[config.mk]
export PLATFORM = sky130hd
export DESIGN_NAME = cau_iter_stage
export DESIGN_NICKNAME = d
export VERILOG_FILES = /design/src/hdl/cau_pkg.sv /design/src/hdl/cau_iter_stage.sv
export SDC_FILE = /design/constraint.sdc
export NUM_CORES = 1
export LEC_CHECK = 0
export BUFFER_PORTS_ARGS = -buffer_cell sky130_fd_sc_hd__buf_2
export CAP_MARGIN = 20
export CORE_AREA = 10 10 379 381
export CTS_CLUSTER_DIAMETER = 60
export CTS_CLUSTER_SIZE = 24
export DETAILED_ROUTE_END_ITERATION = 7
export DIE_AREA = 0 0 389 391
export PLACE_DENSITY = 0.35
export REMOVE_ABC_BUFFERS = 1
export SKIP_LAST_GASP = 1
export SYNTH_ARGS = -nofsm -noshare
export SYNTH_HDL_FRONTEND = slang
export SYNTH_SLANG_ARGS = --single-unit
[constraint.sdc]
create_clock -name aclk -period 6.2 [get_ports aclk]
set_clock_uncertainty 0.05 [all_clocks]
set_input_delay 0.62 -clock aclk [delete_from_list [all_inputs] [get_ports aclk]]
set_output_delay 0.62 -clock aclk [all_outputs]
set_load 0.02 [all_outputs]
[src/hdl/cau_pkg.sv]
// ----------------------------------------------------------------------------
// cau_pkg
// Shared types and codes for the complex arithmetic unit.
// ----------------------------------------------------------------------------
package cau_pkg;

    localparam int FUNC_W     = 3;
    localparam int Q_W        = 32;
    localparam int STAT_W     = 2;
    localparam int ITER_STEPS = 32;

    localparam logic [FUNC_W-1:0] FUNC_ADD = 3'd0;
    localparam logic [FUNC_W-1:0] FUNC_SUB = 3'd1;
    localparam logic [FUNC_W-1:0] FUNC_MUL = 3'd2;
    localparam logic [FUNC_W-1:0] FUNC_DIV = 3'd3;
    localparam logic [FUNC_W-1:0] FUNC_MAG = 3'd4;

    localparam logic [STAT_W-1:0] ST_OK   = 2'd0;
    localparam logic [STAT_W-1:0] ST_SAT  = 2'd1;
    localparam logic [STAT_W-1:0] ST_DIV0 = 2'd2;

    localparam logic [Q_W-1:0] Q_MAX = 32'h7FFF_FFFF;
    localparam logic [Q_W-1:0] Q_MIN = 32'h8000_0000;

    // divide and square-root iteration payload
    typedef struct packed {
        logic [63:0]     den;
        logic [63:0]     rem_re;
        logic [63:0]     rem_im;
        logic [15:0]     lo_re;
        logic [15:0]     lo_im;
        logic [31:0]     q_re;
        logic [31:0]     q_im;
        logic            neg_re;
        logic            neg_im;
        logic            ovf_re;
        logic            ovf_im;
        logic [63:0]     sq_n;
        logic [33:0]     sq_rem;
        logic [31:0]     sq_root;
        logic            is_div;
        logic            is_mag;
        logic [Q_W-1:0]  rr;
        logic [Q_W-1:0]  ri;
        logic [STAT_W-1:0] st;
    } cau_iter_t;

endpackage

[src/hdl/cau_iter_stage.sv]
// ----------------------------------------------------------------------------
// cau_iter_stage
// One registered step of the two restoring dividers and the square root.
// ----------------------------------------------------------------------------
module cau_iter_stage (
    input  logic              aclk,
    input  logic              aresetn,
    input  logic              in_valid,
    input  cau_pkg::cau_iter_t in_data,
    input  logic              advance,
    output logic              out_valid,
    output cau_pkg::cau_iter_t out_data
);
    import cau_pkg::*;

    logic      valid_reg;
    cau_iter_t data_reg;
    cau_iter_t data_next;
    logic [63:0] sh_re, sh_im;
    logic [35:0] sq_sh, sq_trial;

    always_comb begin
        data_next = in_data;
        sh_re = {in_data.rem_re[62:0], in_data.lo_re[15]};
        sh_im = {in_data.rem_im[62:0], in_data.lo_im[15]};
        data_next.lo_re = {in_data.lo_re[14:0], 1'b0};
        data_next.lo_im = {in_data.lo_im[14:0], 1'b0};
        if (sh_re >= in_data.den) begin
            data_next.rem_re = sh_re - in_data.den;
            data_next.q_re   = {in_data.q_re[30:0], 1'b1};
        end else begin
            data_next.rem_re = sh_re;
            data_next.q_re   = {in_data.q_re[30:0], 1'b0};
        end
        if (sh_im >= in_data.den) begin
            data_next.rem_im = sh_im - in_data.den;
            data_next.q_im   = {in_data.q_im[30:0], 1'b1};
        end else begin
            data_next.rem_im = sh_im;
            data_next.q_im   = {in_data.q_im[30:0], 1'b0};
        end
        sq_sh    = {in_data.sq_rem, in_data.sq_n[63:62]};
        sq_trial = {2'b00, in_data.sq_root, 2'b01};
        data_next.sq_n = {in_data.sq_n[61:0], 2'b00};
        if (sq_sh >= sq_trial) begin
            data_next.sq_rem  = 34'(sq_sh - sq_trial);
            data_next.sq_root = {in_data.sq_root[30:0], 1'b1};
        end else begin
            data_next.sq_rem  = sq_sh[33:0];
            data_next.sq_root = {in_data.sq_root[30:0], 1'b0};
        end
    end

    always_ff @(posedge aclk) begin
        if (!aresetn) begin
            valid_reg <= 1'b0;
        end else if (advance) begin
            valid_reg <= in_valid;
        end
    end

    always_ff @(posedge aclk) begin
        if (advance) begin
            data_reg <= data_next;
        end
    end

    assign out_valid = valid_reg;
    assign out_data  = data_reg;

endmodule

# [Word-level counts from Yosys, hierarchy flattened]
# Index checks and enable logic that the tools add are counted.
# Widths: inputs -> output; s select.
[word_totals] register_bits=487 latch_bits=0 ram_bits=0 mem_bits_ro=0 in_bits=494 out_inout_bits=491 word_cells=31 n_memories=0
[op_classes] addsub=3 multipliers=0 n_div=0 magnitude_cmp=3 n_eq_ne=0 n_shift=0 mux=5 bitwise_logic=0 n_reduce_logical=0
[op_table] op="$ge 64x64->1" n=2
[op_table] op="$mux 64" n=2
[op_table] op="$sub 64x64->64" n=2
[op_table] op="$mux 66" n=1
[op_table] op="$ge 36x34->1" n=1
[op_table] op="$sub 34x34->34" n=1
[op_table] op="$mux 1" n=2

# [Logic depth before layout (Yosys ltp)]
[logic_depth] ltp_word=2 depth_mapped=16 mapped_depth_nobuf=13

# [Worst setup path after synthesis]
# OpenSTA, ideal clock, no wires.
[synth_path] path_type="input -> register" start="input in_data[297] (netlist name)" end="register data_reg, in the netlist out_data[420] (data pin)" setup_time_ns=0.260 arrival_time_ns=3.205 required_time_ns=5.890 path_slack_ns=2.686 stages=13 n_path_buf=0 path_cell_list="inv_1 ha_1 fa_1 nand2b_1 a21o_1 a2111oi_4 o21ai_0 a2111oi_2 a32oi_1 nand3_1 a21oi_1 xnor2_1 mux2_2"
[synth_rtl] element="start, declared" line_no="cau_iter_stage.sv:9" source="input cau_pkg::cau_iter_t in_data,"
[synth_rtl] element="end signal, assigned" line_no="cau_iter_stage.sv:64" source="data_reg <= data_next;"
[synth_rtl] element="end, declared" line_no="cau_iter_stage.sv:17" source="cau_iter_t data_reg;"

==> metrics.cfg <==
[synthesis]
yosysTopAreaCellShare_pct = 55.8
synthAdderAreaFrac_pct = 7.90
synth_edf_count = 486
yosysSeqAreaShare_pct = 55.9
synth.area.mux_share_pct = 0.760
yosysMostFrequentCell = edfxtp_1
synth.avg_cell_area_um2 = 11.2
synthTopCellsByArea = edfxtp_1 56%, ha_1 7.7%, a21oi_1 4.0%
synthSimpleGateAreaFrac_pct = 10.1
synth_ff_type = edfxtp_1
ys_top_cells_by_count = 486 x edfxtp_1, 250 x nand2_1, 211 x a21oi_1
netlist_instances = 2340
synth_seq_cells = 487
synth-compound-area-share_pct = 16.8
yosysTopAreaCell = edfxtp_1
synth_top_family_by_area = compound AO/OA/AOI/OAI gates
ys_types = 81
syn_area_um2 = 26200
yosys_warnings = 0
synth_xor_area_share_pct = 4.92
ys_async_sr_fraction_pct = 0

[flow_run]
cap_viol_max_count = 0

[sta]
finalWorstSetupSlack_ns = 2.05
hold_ws_ns = 0.0827
hold_viol_final = 0
max_clock_freq_ghz = 0.241
fin_crit_sh_pct = 66.9
period_needed_ns = 4.15
setup_viol = 0
rsz0062_at_grt = no
slew_headroom_pct = 25.3
setup_tns_ns = 0
tightest_slew_ns = 1.12
slew_viol_final = 0

[grt]
grt_pass1_vias = 23000
grt_pass1_wl_mm = 181
antenna_found_initial = 70
grt_overflow = 0
grt_max_degree = 132
grt_use_total_pct = 16.6

[clock_tree]
ctsResizeCount = 0
clock_path_buffers = 3
cts.reportedPaths.clkPinSlew_ns = 0.07
cts_buffers = 69
cts_root_buf = clkbuf_16
insertion_delay_ns = 0.63
cts_tree = yes
cts.sinks = 487
cts-htree-levels = 3

[power]
powerDensity_nw_per_um2 = 305
peakVddDrop_v = 0.000176
leakage_uw = 0.0152

[worst_setup_path]
r2r_slack_ns = 5.55
timing.critical_path.buf_inv = 3
required_ns = 6.54
max_stage_delay_ns = 0.96
critPathTopFamily = compound AO/OA/AOI/OAI gates
critPathMaxFanout = 14
setup.worst_path.end_class = flip-flop
cp_cell_sequence = buf_2 -> inv_1 -> ha_1 -> a21o_1 -> a21o_1 -> a21o_1 -> o21bai_1 -> a211o_1 -> o211ai_1 -> o311ai_1 -> a221oi_4 -> buf_12 -> mux2_1
arrival_ns = 4.49
criticalPathCategory = primary input to flip-flop
cpMostUsedCell = a21o_1
cp-start-kind = primary input
crit_slowest_cell = a221oi_4

[placed_design]
portBuffers = 976
detailed_place_hpwl_mm = 112
post-place-ws_ns = 1.17
gp_congestion = 0.849

[floorplanning]
io_pins = 985
chipHeight_um = 391
num_rows = 136
dieArea_um2 = 152000
initial_core_util_pct = 19.2
die_x_um = 389
core_um2 = 136000

[route]
drt_first_pass_iters = 5
route.vias.total = 22500
wl_mm = 133
antenna_left = 0
post_drt_via_cell_ratio = 4.34
wire_per_inst_um = 25.6
first_iter_violations = 1245
drc = 0

[final_layout]
layout.nets = 4004
drive_above_1_share_pct = 33.7
synthToLayoutAreaGrowth_pct = 36.4
fill_cells = 14600
utilization_pct = 26.2

[outcome]
status = completed

[min_path]
min_path_type = primary input to flip-flop

-- layout make-up --
type                    count  area, um2  share of cell area (%)
well taps                1794       2240                    6.29
inverters                 147        552                    1.55
repair buffers           1017       5320                    14.9
clock inverters            46        547                    1.53
diodes                      6       15.0                  0.0421
clock buffers              77       1780                    4.98
flip-flops and latches    487      14600                    40.9
multi-input cells        1624      10600                    29.8
-- registers in the layout (all words and copies together) (netlist names) --
| register | flops |
|---|---|
| out_valid | 1 |
| out_data | 486 |
-- report_power, final --
group          total [uW]  internal (uW)  switching [uW]
registers            4140           4040            98.2
clock network        4110           2410            1700
logic                2640            871            1760
total               10900           7320            3560
-- logic make-up after synthesis --
family / count (synthesis)
AOI/OAI and AO/OA: 710
and+or+nand+nor: 581
DFF: 487
buffers and inverters: 232
adders and majority gates: 164
xor gates and xnor gates: 147
muxes: 18
other: 1
-- metrics by stage --
stage / instances / area, um2 / power, uW
after floorplan: 2258 / 25800 / 5680
after CTS: 5192 / 35700 / 11100
after global placement: 5049 / 33200 / 6890
final: 5198 / 35700 / 10900
after global routing: 5192 / 35700 / 11400
after detailed placement: 5049 / 33200 / 6880
-- placed cells by master, fill, tap and decap left out, types with 9 or more instances in the layout --
master and n:
xnor2_1 86, nand3_1 30, mux2_2 9, a31oi_1 19, a21oi_1 211, inv_6 13, inv_1 147, clkbuf_16 70
o21a_1 18, nand4_1 47, nor3_1 22, and2_1 13, xor2_1 61, nor2_1 134, edfxtp_1 486, nand2b_1 15
buf_4 16, o21ai_1 49, o31ai_1 17, o21ai_0 170, nand2_1 250, nor4_1 11, a211oi_1 21, and3_1 9
buf_2 975, o211ai_1 20, a21o_1 72, dlygate4sd3_1 20, ha_1 162, nor2b_1 24, o21bai_1 33
-- final timing paths --
path                                    from       endpoint  cells after the start
worst max-delay path            in_data[451]  out_data[378]                     13
worst min-delay path            in_data[188]  out_data[190]                      1
worst max register to register     out_valid      out_valid                      2
worst min register to register     out_valid      out_valid                      2
-- routing by layer --
metal	part of all wire (%)	wire, um	global-route usage, %	up-vias
li1	-	-	-	10700
met1	38	51000	18.3	10800
met2	51	67300	29.8	766
met3	8.5	11200	6.13	213
met4	2.4	3230	4.22	42
met5	0.18	244	0	-
-- timing repair --
action | 4_1_cts | 5_1_grt
endpoints found under the hold margin | 20 | 0
endpoints found under the setup margin | 0 | 0
buffers inserted | 0 | 0
hold buffers | 20 | 0
Power figures use the tool's default switching activity.
